<file path="src/rtl/lpm_pkg.sv">
// package for the prefix map cache: opcodes, status codes, beat and entry types
// and the prefix mask helper; no dependencies
package lpm_pkg;

  localparam int unsigned LpmEntries = 16;
  localparam logic [5:0] MaxLength = 6'd32;

  typedef enum logic [1:0] {
    KIND_LOOKUP = 2'd0,
    KIND_INSERT = 2'd1,
    KIND_DELETE = 2'd2,
    KIND_NONE   = 2'd3
  } kind_e;

  typedef enum logic [1:0] {
    ST_OK         = 2'd0,
    ST_BAD_LENGTH = 2'd1,
    ST_FULL       = 2'd2,
    ST_UNUSED     = 2'd3
  } status_e;

  // beat handed from cell to cell
  typedef struct packed {
    kind_e       op;
    logic [31:0] addr;
    logic [5:0]  len;
    logic [31:0] loc;
    logic [31:0] life;
    logic        flag;
  } tok_t;

  typedef struct packed {
    logic        v;
    logic [31:0] pfx;
    logic [5:0]  len;
    logic [31:0] loc;
    logic [31:0] life;
  } ent_t;

  function automatic logic [31:0] len_mask(input logic [5:0] len);
    logic [31:0] m;
    if (len == 6'd0) begin
      m = 32'h0;
    end else if (len >= MaxLength) begin
      m = 32'hFFFF_FFFF;
    end else begin
      m = ~(32'hFFFF_FFFF >> len);
    end
    return m;
  endfunction

endpackage

</file>
<file path="src/rtl/lpm_cell.sv">
// one table slot of the prefix map cache chain; processes the passing beat
// and hands it on to the older neighbor; depends on lpm_pkg
module lpm_cell import lpm_pkg::*; (
  input  logic clk_i,
  input  logic rst_ni,
  input  logic tok_v_i,
  input  tok_t tok_i,
  input  ent_t nbr_i,
  output logic tok_v_o,
  output tok_t tok_o,
  output ent_t ent_o
);

  logic        ent_v_q, ent_v_d;
  logic [31:0] ent_pfx_q, ent_pfx_d;
  logic [5:0]  ent_len_q, ent_len_d;
  logic [31:0] ent_loc_q, ent_loc_d;
  logic [31:0] ent_life_q, ent_life_d;
  logic        tok_v_q;
  tok_t        tok_q, tok_d;
  logic        lk_take;
  logic        dl_hit;

  assign lk_take = ent_v_q && ((tok_i.addr & len_mask(ent_len_q)) == ent_pfx_q) &&
                   (!tok_i.flag || (ent_len_q > tok_i.len));
  assign dl_hit  = !tok_i.flag && ent_v_q && (ent_pfx_q == tok_i.addr) &&
                   (ent_len_q == tok_i.len);

  always_comb begin
    tok_d      = tok_i;
    ent_v_d    = ent_v_q;
    ent_pfx_d  = ent_pfx_q;
    ent_len_d  = ent_len_q;
    ent_loc_d  = ent_loc_q;
    ent_life_d = ent_life_q;
    if (tok_v_i) begin
      unique case (tok_i.op)
        KIND_LOOKUP: begin
          if (lk_take) begin
            tok_d.flag = 1'b1;
            tok_d.len  = ent_len_q;
            tok_d.loc  = ent_loc_q;
            tok_d.life = ent_life_q;
          end
        end
        KIND_INSERT: begin
          // swap the carried entry in, push the old one on
          if (tok_i.flag) begin
            ent_v_d    = 1'b1;
            ent_pfx_d  = tok_i.addr;
            ent_len_d  = tok_i.len;
            ent_loc_d  = tok_i.loc;
            ent_life_d = tok_i.life;
            tok_d.flag = ent_v_q;
            tok_d.addr = ent_pfx_q;
            tok_d.len  = ent_len_q;
            tok_d.loc  = ent_loc_q;
            tok_d.life = ent_life_q;
          end
        end
        KIND_DELETE: begin
          // close the gap by pulling the older neighbor up
          if (tok_i.flag || dl_hit) begin
            ent_v_d    = nbr_i.v;
            ent_pfx_d  = nbr_i.pfx;
            ent_len_d  = nbr_i.len;
            ent_loc_d  = nbr_i.loc;
            ent_life_d = nbr_i.life;
            tok_d.flag = 1'b1;
          end
        end
        KIND_NONE: begin
        end
      endcase
    end
  end

  always_ff @(posedge clk_i or negedge rst_ni) begin
    if (!rst_ni) begin
      ent_v_q <= 1'b0;
      tok_v_q <= 1'b0;
    end else begin
      ent_v_q <= ent_v_d;
      tok_v_q <= tok_v_i;
    end
  end

  always_ff @(posedge clk_i) begin
    ent_pfx_q  <= ent_pfx_d;
    ent_len_q  <= ent_len_d;
    ent_loc_q  <= ent_loc_d;
    ent_life_q <= ent_life_d;
    tok_q      <= tok_d;
  end

  assign tok_v_o = tok_v_q;
  assign tok_o   = tok_q;
  assign ent_o   = '{v: ent_v_q, pfx: ent_pfx_q, len: ent_len_q,
                     loc: ent_loc_q, life: ent_life_q};

endmodule

</file>
<file path="config.mk">
export PLATFORM = sky130hd
export DESIGN_NAME = lpm_cell
export DESIGN_NICKNAME = d
export VERILOG_FILES = /design/src/rtl/lpm_pkg.sv /design/src/rtl/lpm_cell.sv
export SDC_FILE = /design/constraint.sdc
export NUM_CORES = 1
export LEC_CHECK = 0
export ABC_CLOCK_PERIOD_IN_PS = 6400
export BUFFER_PORTS_ARGS = -buffer_cell sky130_fd_sc_hd__buf_2
export CORE_AREA = 4 4 160 162
export CTS_CLUSTER_SIZE = 25
export DETAILED_ROUTE_END_ITERATION = 8
export DIE_AREA = 0 0 164 166
export PLACE_DENSITY = 0.75
export SLEW_MARGIN = 20
export SYNTH_ARGS = -nofsm -noshare
export SYNTH_HDL_FRONTEND = slang
export SYNTH_SLANG_ARGS = --single-unit
</file>
<file path="constraint.sdc">
create_clock -name clk_i -period 6.4 [get_ports clk_i]
set_clock_uncertainty 0.2 [all_clocks]
set_input_delay 0.64 -clock clk_i [delete_from_list [all_inputs] [get_ports clk_i]]
set_output_delay 0.64 -clock clk_i [all_outputs]
set_load 0.1 [all_outputs]
</file>
* Word-level counts from Yosys, hierarchy flattened
Index checks and enable logic that the tools add are counted.
Word-level totals: output and inout bits 209, word-level logic and storage cells 60, flip-flop bits (word level) 209, bits of input ports 211
Cells by class: equal/unequal tests 7, shift operators 1, bitwise operators 2, $lt $le $gt $ge 2, multiplexer cells 24, reductions and logical operators 12
Operator list (number):
- two-way mux 32 bit | 9
- two-way mux 103 bit | 2
- one-hot mux 32 bit (2 select lines) | 3
- one-hot mux 70 bit (2 select lines) | 1
- two-way mux 71 bit | 1
- equality test 32 bit | 2
- bitwise AND 32 bit | 1
- inverter 32 bit | 1
- right shift 32 x 6 -> 32 bit (first input constant) | 1
- two-way mux 6 bit | 2
- one-hot mux 6 bit (2 select lines) | 1
- equality test 6 bit | 1
- >= comparator 6 bit (second input constant) | 1
- greater-than comparator 6 bit | 1
- logical NOT 6 bit | 1
- logical AND 1 bit | 5
- inequality test 2 bit (second input constant) | 2
- AND reduction 4 bit | 1
- two-way mux 1 bit | 3
- one-hot mux 1 bit (3 select lines) | 1
- equality test 2 x 1 -> 1 bit (second input constant) | 1
- equality test 2 bit (second input constant) | 1
- logical NOT 2 bit | 1
- logical OR 1 bit | 2
- other kinds (3) | 3

* Longest topological paths before layout
Gate-level depths: netlist (run 1).
depth in word-level cells 11, mapped depth 13, depth with buffers taken out 9

* Worst setup path after synthesis (run 1)
Ideal clock, no wire load.
path kind register to register, from register ent_len_q[0], to register ent_len_q[0] (enable), stages on the path, launching flop included 9, period minus slack after synthesis 5.339 ns, library setup time 0.470 ns, slack 1.061 ns, arrival 4.669 ns, buffers on the path 1, required time 5.730 ns, cell sequence edfxtp_1 clkbuf_1 inv_1 ha_1 nand3_1 nor4b_1 a41oi_1 nor2b_1 o21a_1
Between the ends: cells in the longest elaborated chain, start to end 5
RTL lines:
- start, declared | RTL line lpm_cell.sv:16 | logic [5:0] ent_len_q, ent_len_d;
- start signal, assigned | RTL line lpm_cell.sv:90 | ent_len_q <= ent_len_d;
- equality test 6 bit | RTL line lpm_cell.sv:27 | (ent_len_q == tok_i.len);
- logical AND 1 bit | RTL line lpm_cell.sv:26 | assign dl_hit = !tok_i.flag && ent_v_q && (ent_pfx_q == tok_i.addr) &&
- logical OR 1 bit | RTL line lpm_cell.sv:63 | if (tok_i.flag || dl_hit) begin
- inequality test 2 bit (no source line)
- AND reduction 4 bit (no source line)
No other way between the ends. A chain may end at the register's enable or synchronous reset.

==> flow_summary.ini, run 1 <==
[outcome]
run_status = finished clean

[global_route]
grt_pass1_wl_microns = 62700
grt_remaining_overflow = 0
grt_pass1_vias = 10600
global_route.usage.total_pct = 28.9
pin_count_of_the_biggest_net_entering_global_routing = 72
antenna_violations_before_repair = 8

[routing]
wl_met3_microns = 4000
route.met2.wl_microns = 20000
vias = 11000
wl_met1_microns = 16300
post_drt_via_cell_ratio = 6.09
initialDrtViolationCount = 1125
post_drt_wl_per_cell_microns = 23.1
route.antenna.remaining_nets = 0
drtPass1Iterations = 5
route.final.wire_length_microns = 41700
route.top_layer_used = met5
remaining_drc_errors = 0

[power]
share_seq_of_total_power_pct = 37.6
maximum_vdd_drop_mv = 0.205
leakagePower_uw = 0.00593
pwr-share-comb_pct = 30.0
power.share.switching_pct = 38.7
share_of_power_burned_in_the_clock_network_pct = 32.4
switchingPower_uw = 1630
p_int_uw = 2590
power_density_mw_per_mm2 = 294

[synth]
synth-seq-cells = 209
synth_nets = 1311
mappedNetlistArea_sq_mm = 0.0113
synth_area_per_cell_sq_um = 10.3
synth_flop_cell = dfxtp_1
count_of_yosys_warnings_during_synthesis = 0
synthArstFlopShare_pct = 0.957
synth_enable_flop_cells = 102
synth.distinct_cells = 60
syn_inst = 1094
ys_seq_area_share_pct = 46.1

[run]
cap_viol_max_count = 0

[die]
core-area_sq_mm = 0.0241
die_area_sq_mm = 0.0272
die_h_microns = 166
row_count = 57
die_w_microns = 164
floorplan.initialDensity_pct = 47.0
io_count = 420

[cts]
cts_made_buffers = 24
clock-sinks = 209
cts_tree = built
worst_skew_pair.late_latency_ns = 0.52
clk_pin_slew_worst_paths_ns = 0.06
clock_tree.buffer_depth = 3
cts.htree.levels = 1
cts-root-buf = clkbuf_16

[setup_path]
cpLargestDelayFamily = simple AND/OR/NAND/NOR gates
rrSetupSlack_ns = 1.69
path_cells = or2_2 > o21ai_0 > o2bb2ai_1 > or4_1 > or4_2 > or3_2 > buf_4 > a211oi_1
timing.setup.critical_path_class = flop to flop
worstReg2RegEnd = tok_o[22]$_DFF_P_
kind_of_start_point_of_the_critical_path = flop
critPathMaxFanout = 38
timing.critical_path.to_type = flop
cp_arrival_ns = 4.94
timing.critical_path.buf_inv = 1
worstPathRequired_ns = 6.63
timing.critical_path.slowest_cell_delay_ns = 0.86
rr_worst_depth = 8
r2r_start = ent_len_q[5]$_DFFE_PP_
critical-path-slowest-cell = or3_2

[placement]
detailedPlace.worstSlack_ns = 1.76
place.gp.congestion = 0.923
dp.final_hpwl_microns = 28600
placed_cell_area_sq_mm = 0.0136
quantity_of_i_o_buffers_inserted_on_ports = 419

[min_path]
hold-path-endpoint = tok_v_o$_DFF_PN0_
hold_path_class = input port to flop
hold_start = tok_v_i
hold_path_depth = 1

[sta]
timing_worst_slew_pin_value_ns = 1.13
max_freq_ghz = 0.212
post-route-worst-setup-slack_ns = 1.69
report.final.hold_viol_count = 0
grt_setup_unrepaired = false
final_max_slew_viol_count = 0
timing.hold.ws_ns = 0.135
finalWorstPathRequiredPeriod_ns = 4.71
period_share_pct = 73.6
max-slew-margin-rel_pct = 24.4
finalSetupViolations = 0
setup_total_negative_slack_ns = 0

[final_layout]
finalInstanceArea_sq_mm = 0.0144
finished_core_util_pct = 59.6
final_net_count = 1679
layout_commonest_cell = buf_2
layout.cells.most_common_list = buf_2, nor2_1, mux2_2
drive_above_1_share_pct = 40.9
syn2layout_area_growth_pct = 27.0
==> through the flow <==
stage | total power [uW] | std cells
CTS | 4240 | 1804
global placement | 2860 | 1759
floorplan | 2580 | 1094
finish | 4220 | 1809
global route | 4370 | 1809
detailed placement | 2870 | 1759
==> final cells by class <==
| cell class | instances | area, sq um |
|---|---|---|
| timing repair buffer | 432 | 2210 |
| multi-input combinational | 776 | 5670 |
| antenna | 5 | 12.5 |
| sequential | 209 | 5220 |
| fill | 2121 | 9730 |
| clock inverter | 13 | 108 |
| inverter | 19 | 71.3 |
| clock buffer | 31 | 678 |
| tap | 324 | 405 |
==> power groups by stage <==
stage                     Sequential (uW)  Clock [uW]  Combinational, uW
after floorplan                      2270           0                314
after global placement               1610           0               1250
after detailed placement             1610           0               1260
after CTS                            1590        1390               1260
after global routing                 1600        1460               1320
final                                1590        1370               1270
==> synthesized netlist by cell type, types with 4 or more instances <==
master    count  share of area [%]
inv_1        19               0.63
and3_1        5               0.28
a22o_1       70                5.4
dfxtp_1     105                 19
edfxtp_1    102                 27
nand4_1      10               0.55
nand2b_1     15               0.83
a21oi_1      11               0.49
clkbuf_1     74                2.5
buf_2         4               0.18
xor2_1        6               0.46
o21a_1        4               0.27
nand2_1      24               0.80
buf_6         8               0.80
or3_1         5               0.28
ha_1          6               0.66
nor2_1      148                4.9
nand3_1       7               0.31
mux2_2      119                 12
o21ai_0      36                1.6
nor4b_1      71                5.5
o22ai_1      73                4.0
nor2b_1       8               0.44
or4_1         4               0.27
xnor2_1      25                1.9
a211oi_1     71                4.7
==> what timing repair did <==
action                    4_1_cts  5_1_grt
gates resized for setup         0        0
hold buffers                    1        0
buffers inserted                0        0
hold endpoints to repair        2        0
==> state kept, by name (all words and copies together) (netlist names) <==
name,cells
ent_len_q,6
tok_o,105
ent_life_q,32
ent_loc_q,32
ent_pfx_q,32
tok_v_o,1
ent_v_q,1
==> cells by family (layout without fill, tap and decap cells) <==
group	Yosys count	in the layout	synth area share, %
and+or+nand+nor	316	316	15.4
AOI/OAI and AO/OA	304	304	19.4
DFF	209	209	46.1
muxes	119	119	11.8
buffers and inverters	109	495	4.26
xor gates and xnor gates	31	31	2.40
adders and majority gates	6	6	0.663
other	0	5	0
==> how the worst max path moves through the flow <==
stage / start / endpoint / slack [ns] / cells past startpoint
2_1_floorplan: ent_len_q[0]$_DFFE_PP_ / ent_len_q[0]$_DFFE_PP_ / 1.06 / 8
6_report: ent_len_q[5]$_DFFE_PP_ / tok_o[22]$_DFF_P_ / 1.69 / 8
4_1_cts: ent_len_q[5]$_DFFE_PP_ / tok_o[29]$_DFF_P_ / 1.74 / 8
3_3_place_gp: ent_len_q[5]$_DFFE_PP_ / tok_o[31]$_DFF_P_ / 1.82 / 8
3_5_place_dp: ent_len_q[5]$_DFFE_PP_ / tok_o[22]$_DFF_P_ / 1.76 / 8
5_1_grt: ent_len_q[5]$_DFFE_PP_ / tok_o[10]$_DFF_P_ / 1.47 / 8
==> routing by layer <==
metal / vias to the layer above / global-route usage, %
met5: - / 0
met4: 6 / 9.45
met3: 102 / 6.23
met2: 632 / 48.5
met1: 5304 / 37.0
li1: 4970 / -
No activity file was read; power rests on OpenSTA's default activity.
==> inputs of run 2 (changes only) <==
--- a/config.mk
+++ b/config.mk
@@ -5,7 +5,7 @@
 export SDC_FILE = /design/constraint.sdc
 export NUM_CORES = 1
 export LEC_CHECK = 0
-export ABC_CLOCK_PERIOD_IN_PS = 6400
+export ABC_CLOCK_PERIOD_IN_PS = 4650
 export BUFFER_PORTS_ARGS = -buffer_cell sky130_fd_sc_hd__buf_2
 export CORE_AREA = 4 4 160 162
 export CTS_CLUSTER_SIZE = 25
==> constraint.sdc (replaced) <==
create_clock -name clk_i -period 4.65 [get_ports clk_i]
set_clock_uncertainty 0.2 [all_clocks]
set_input_delay 0.465 -clock clk_i [delete_from_list [all_inputs] [get_ports clk_i]]
set_output_delay 0.465 -clock clk_i [all_outputs]
set_load 0.1 [all_outputs]
==> run 2 against run 1 <==
Compared with the run above: via count barely moved; critical endpoint is now tok_o[52]$_DFF_P_; largest power group unchanged; cell count up 0.88%; total power is 39% higher; setup slack worse by 1.4 ns; non-clock buffer count rose by 15; count of clock-buffer cells in the layout rose by 10; fmax is 8.9% higher; clock power up 40%.
==> flow_summary.ini, run 2 (same netlist as run 1, synthesis figures left out) <==
[routing]
drtPass1Iterations = 7
vias = 11000
route.antenna.remaining_nets = 0
remaining_drc_errors = 0
post_drt_via_cell_ratio = 6.03
route.final.wire_length_microns = 40800
post_drt_wl_per_cell_microns = 22.4
initialDrtViolationCount = 1111

[die]
row_count = 57
core-area_sq_mm = 0.0241
die_w_microns = 164
io_count = 420
die_h_microns = 166
floorplan.initialDensity_pct = 47.0
die_area_sq_mm = 0.0272

[setup_path]
r2r_start = ent_len_q[2]$_DFFE_PP_
timing.setup.critical_path_class = flop to flop
critical-path-slowest-cell = edfxtp_1
timing.critical_path.slowest_cell_delay_ns = 0.91
timing.critical_path.to_type = flop
cp_arrival_ns = 4.54
kind_of_start_point_of_the_critical_path = flop
timing.critical_path.buf_inv = 1
critPathMaxFanout = 70
worstPathRequired_ns = 4.87
startpoint = ent_len_q[2]$_DFFE_PP_
cpLargestDelayFamily = simple AND/OR/NAND/NOR gates
path_cells = nand2_1 > and3_1 > nor4_1 > nand4_1 > or4_2 > or3_2 > buf_4 > a211oi_1

[run]
cap_viol_max_count = 0

[placement]
quantity_of_i_o_buffers_inserted_on_ports = 419
dp.final_hpwl_microns = 28600
place.gp.congestion = 0.912

[sta]
final_max_slew_viol_count = 0
setup_total_negative_slack_ns = 0
finalWorstPathRequiredPeriod_ns = 4.32
timing_worst_slew_pin_value_ns = 0.894
report.final.hold_viol_count = 0
max-slew-margin-rel_pct = 38.8
max_freq_ghz = 0.231
period_share_pct = 93.0
grt_setup_unrepaired = false
finalSetupViolations = 0

[final_layout]
drive_above_1_share_pct = 40.5
fillerInstances = 2064
layout.cells.most_common_list = buf_2, nor2_1, mux2_2
largest_register_ffs = 105
final_net_count = 1695
syn2layout_area_growth_pct = 28.4
finished_core_util_pct = 60.3
layout_commonest_cell = buf_2

[cts]
clk_pin_slew_worst_paths_ns = 0.06
cts_tree = built
cts-hold-fix-buffers = 9
cts-root-buf = clkbuf_16
clock-sinks = 209
cts_repair_resize_count = 0
post_cts_buffers = 0
worst_skew_pair.late_latency_ns = 0.52
clock_tree.buffer_depth = 3
cts_made_buffers = 25
cts.htree.levels = 1

[power]
p_int_uw = 3630
maximum_vdd_drop_mv = 0.265
share_of_power_burned_in_the_clock_network_pct = 32.7
pwr-share-comb_pct = 30.0
power_density_mw_per_mm2 = 403
share_seq_of_total_power_pct = 37.3
leakagePower_uw = 0.00600
power.share.switching_pct = 38.0
switchingPower_uw = 2230

[global_route]
grt_pass1_wl_microns = 61200
grt_remaining_overflow = 0
pin_count_of_the_biggest_net_entering_global_routing = 72
global_route.usage.total_pct = 28.3
antenna_violations_before_repair = 6
grt_pass1_vias = 10600

[min_path]
hold_start = nbr_i[66]
hold_path_class = input port to flop

[outcome]
run_status = finished clean
run 2: cell types whose count changed in the layout (fill, tap and decap cells not counted), moves of 2 or more:
| cell | previous run | this run |
|---|---|---|
| clkbuf_8 | 3 | 6 |
| inv_6 | 0 | 2 |
| clkinv_2 | 9 | 1 |
| clkbuf_1 | 3 | 10 |
| dlygate4sd3_1 | 1 | 9 |
| buf_4 | 11 | 17 |
run 2: cell type report:
cell class | count | area, sq um | share of cell area, %
inverters | 19 | 71.3 | 0.491
diodes | 4 | 10.0 | 0.0689
well taps | 324 | 405 | 2.79
flip-flops and latches | 209 | 5220 | 35.9
clock inverters | 5 | 56.3 | 0.387
multi-input cells | 776 | 5670 | 39.0
repair buffers | 447 | 2350 | 16.2
clock buffers | 41 | 746 | 5.13
run 2: power by group through the flow:
stage / logic, uW / clock network (uW) / registers, uW
finish: 1760 / 1920 / 2180
global route: 1830 / 2040 / 2190
CTS: 1750 / 1950 / 2180
detailed placement: 1740 / 0 / 2220
global placement: 1720 / 0 / 2210
floorplan: 432 / 0 / 3120
run 2: stage by stage:
step                hold slack, ns  instances  setup slack [ns]  total power [uW]  area (sq um)
finish                      0.0304       1825             0.325              5850         14500
global placement            0.0512       1766             0.526              3940         13600
detailed placement          0.0532       1766             0.474              3960         13600
floorplan                  -0.0306       1094             0.348              3550         11300
global route                0.0220       1825             0.189              6050         14500
CTS                        0.00968       1821             0.429              5880         14500
run 2: metal layers:
| layer | track usage, % | vias to the layer above | share of wire [%] |
|---|---|---|---|
| li1 | - | 5023 | - |
| met4 | 10.4 | 4 | 4.2 |
| met1 | 35.6 | 5245 | 39 |
| met5 | 0 | - | 0.066 |
| met3 | 6.35 | 111 | 9.6 |
| met2 | 47.4 | 621 | 48 |
run 2: worst min-delay path, cell delays in order:
cell and delay, ns:
buf_2 0.08, nand2_1 0.04, o21ai_0 0.06
run 2: final timing paths:
path / to / slack [ns] / depth (start not counted)
max reg2reg: tok_o[52]$_DFF_P_ / 0.33 / 8
min: ent_len_q[2]$_DFFE_PP_ / 0.03 / 3
min reg2reg: tok_o[71]$_DFF_P_ / 0.41 / 1
min in group asynchronous: ent_v_q$_DFFE_PN0P_ / 0.10 / 2
max: tok_o[52]$_DFF_P_ / 0.33 / 8
max in group asynchronous: tok_v_o$_DFF_PN0_ / 4.06 / 2
==> inputs of run 3 (changes only) <==
--- a/config.mk
+++ b/config.mk
@@ -7,11 +7,13 @@
 export LEC_CHECK = 0
 export ABC_CLOCK_PERIOD_IN_PS = 4650
 export BUFFER_PORTS_ARGS = -buffer_cell sky130_fd_sc_hd__buf_2
-export CORE_AREA = 4 4 160 162
+export CELL_PAD_IN_SITES_DETAIL_PLACEMENT = 0
+export CELL_PAD_IN_SITES_GLOBAL_PLACEMENT = 1
+export CORE_AREA = 4 4 178 180
 export CTS_CLUSTER_SIZE = 25
 export DETAILED_ROUTE_END_ITERATION = 8
-export DIE_AREA = 0 0 164 166
-export PLACE_DENSITY = 0.75
+export DIE_AREA = 0 0 182 184
+export PLACE_DENSITY = 0.8
 export SLEW_MARGIN = 20
 export SYNTH_ARGS = -nofsm -noshare
 export SYNTH_HDL_FRONTEND = slang
==> run 3 against run 2 <==
Compared with the run above: critical endpoint is now tok_o[62]$_DFF_P_; total power rose by 2.8%; combinational power barely moved; first-iteration DRC count fell by 32%.
==> flow_summary.ini, run 3 (same netlist as run 1, synthesis figures left out) <==
[die]
row_count = 64
floorplan.initialDensity_pct = 37.5
die_w_microns = 182
die_area_sq_mm = 0.0335
die_h_microns = 184
core-area_sq_mm = 0.0302
io_count = 420

[final_layout]
finished_core_util_pct = 48.9
final_net_count = 1703
layout.cells.most_common_list = buf_2, nor2_1, mux2_2
register_area_sq_mm = 0.00522
fillerInstances = 2881
multiInputGateArea_sq_mm = 0.00567
layout_commonest_cell = buf_2
syn2layout_area_growth_pct = 30.4
drive_above_1_share_pct = 40.9
largest_register_ffs = 105

[sta]
setup_total_negative_slack_ns = 0
timing_worst_slew_pin_value_ns = 0.925
post-route-worst-setup-slack_ns = 0.421
report.final.hold_viol_count = 0
grt_setup_unrepaired = false
max-slew-margin-rel_pct = 38.3
final_max_slew_viol_count = 0
period_share_pct = 90.9
max_freq_ghz = 0.236
finalSetupViolations = 0
finalWorstPathRequiredPeriod_ns = 4.23
timing.hold.ws_ns = 0.0284

[power]
share_of_power_burned_in_the_clock_network_pct = 34.4
leakagePower_uw = 0.00607
pwr-share-comb_pct = 29.5
maximum_vdd_drop_mv = 0.304
power_uw = 6020
power_density_mw_per_mm2 = 408
switchingPower_uw = 2280
power.share.switching_pct = 37.8
p_int_uw = 3740
share_seq_of_total_power_pct = 36.1

[global_route]
grt_pass1_vias = 10700
pin_count_of_the_biggest_net_entering_global_routing = 72
antenna_violations_before_repair = 7
global_route.usage.total_pct = 23.9
grt_pass1_wl_microns = 63800
grt_remaining_overflow = 0

[outcome]
run_status = finished clean

[routing]
post_drt_wl_per_cell_microns = 22.7
remaining_drc_errors = 0
post_drt_via_cell_ratio = 5.69
drtPass1Iterations = 5
initialDrtViolationCount = 758
vias = 10800
route.antenna.remaining_nets = 0
route.final.wire_length_microns = 43200

[placement]
dp.final_hpwl_microns = 30300
quantity_of_i_o_buffers_inserted_on_ports = 419
place.gp.congestion = 0.861
detailedPlace.worstSlack_ns = 0.537

[setup_path]
critPathMaxFanout = 70
timing.critical_path.buf_inv = 2
worstPathRequired_ns = 4.89
timing.critical_path.slowest_cell_delay_ns = 0.63
critical_path.most_common_cell = buf_4
kind_of_start_point_of_the_critical_path = flop
path_cells = buf_4 > o21ai_0 > a21oi_1 > nor4_1 > nand4_1 > or4_2 > or3_2 > buf_4 > a211oi_1
cp_arrival_ns = 4.47
stages_on_the_worst_setup_path = 9
timing.critical_path.to_type = flop
cpLargestDelayFamily = simple AND/OR/NAND/NOR gates
timing.setup.critical_path_class = flop to flop
critical-path-slowest-cell = edfxtp_1
rr_worst_depth = 9

[cts]
clock-sinks = 209
cts_tree = built
cts-root-buf = clkbuf_16
worst_skew_pair.late_latency_ns = 0.54
cts_made_buffers = 26
clk_pin_slew_worst_paths_ns = 0.06
clock_tree.buffer_depth = 3
cts.htree.levels = 1
cts_repair_resize_count = 0

[min_path]
hold_path_class = input port to flop
hold_path_depth = 3

[run]
cap_viol_max_count = 0
[run 3: cell types whose count changed in the layout (fill, tap and decap cells not counted)]
| cell | previous run | this run |
|---|---|---|
| dlygate4sd3_1 | 9 | 13 |
| inv_6 | 2 | 0 |
| clkbuf_1 | 10 | 7 |
| bufinv_16 | 1 | 3 |
| buf_12 | 2 | 4 |
| clkinv_2 | 1 | 8 |
| buf_4 | 17 | 18 |
| clkbuf_16 | 25 | 27 |
| clkinv_1 | 1 | 0 |
| clkbuf_8 | 6 | 2 |
[run 3: timing repair]
| item | CTS | global route |
|---|---|---|
| setup buffers | 0 | 0 |
| endpoints found under the hold margin | 14 | 0 |
| hold buffers | 13 | 0 |
[run 3: metrics by stage]
step                cell area [sq um]  std cells
floorplan                       11300       1094
global placement                13800       1841
detailed placement              13800       1841
CTS                             14800       1901
global route                    14800       1905
finish                          14800       1905
[run 3: power by group through the flow]
stage	registers [uW]	clock network (uW)	logic, uW
2_1_floorplan	3120	0	432
3_3_place_gp	2210	0	1750
3_5_place_dp	2210	0	1760
4_1_cts	2180	2110	1780
5_1_grt	2190	2170	1850
6_report	2170	2070	1770
[run 3: per-layer routing]
metal	vias up	global-route usage, %	wire [microns]
li1	5024	-	-
met1	5288	29.5	17300
met2	451	41.9	21300
met3	74	5.56	3180
met4	6	7.27	1380
met5	-	0	28
[run 3: area by class of cell]
cell class / count / share of cell area (%)
inverters: 19 / 0.483
flip-flops and latches: 209 / 35.3
clock buffers: 36 / 4.94
diodes: 4 / 0.0678
clock inverters: 11 / 0.881
well taps: 396 / 3.36
repair buffers: 454 / 16.5
multi-input cells: 776 / 38.4
[run 3: worst min-delay path, stage by stage]
cell and delay, ns:
buf_2 0.08, nand2_1 0.05, o21ai_0 0.06
[run 3: final timing paths]
check,startpoint,to,slack [ns]
worst max-delay path,ent_len_q[1]$_DFFE_PP_,tok_o[62]$_DFF_P_,0.42
worst min-delay path,nbr_i[66],ent_len_q[2]$_DFFE_PP_,0.03
worst max register to register,ent_len_q[1]$_DFFE_PP_,tok_o[62]$_DFF_P_,0.42
worst min register to register,ent_pfx_q[26]$_DFFE_PP_,tok_o[97]$_DFF_P_,0.42
max in group asynchronous,rst_ni,tok_v_o$_DFF_PN0_,4.04
min in group asynchronous,rst_ni,ent_v_q$_DFFE_PN0P_,0.12
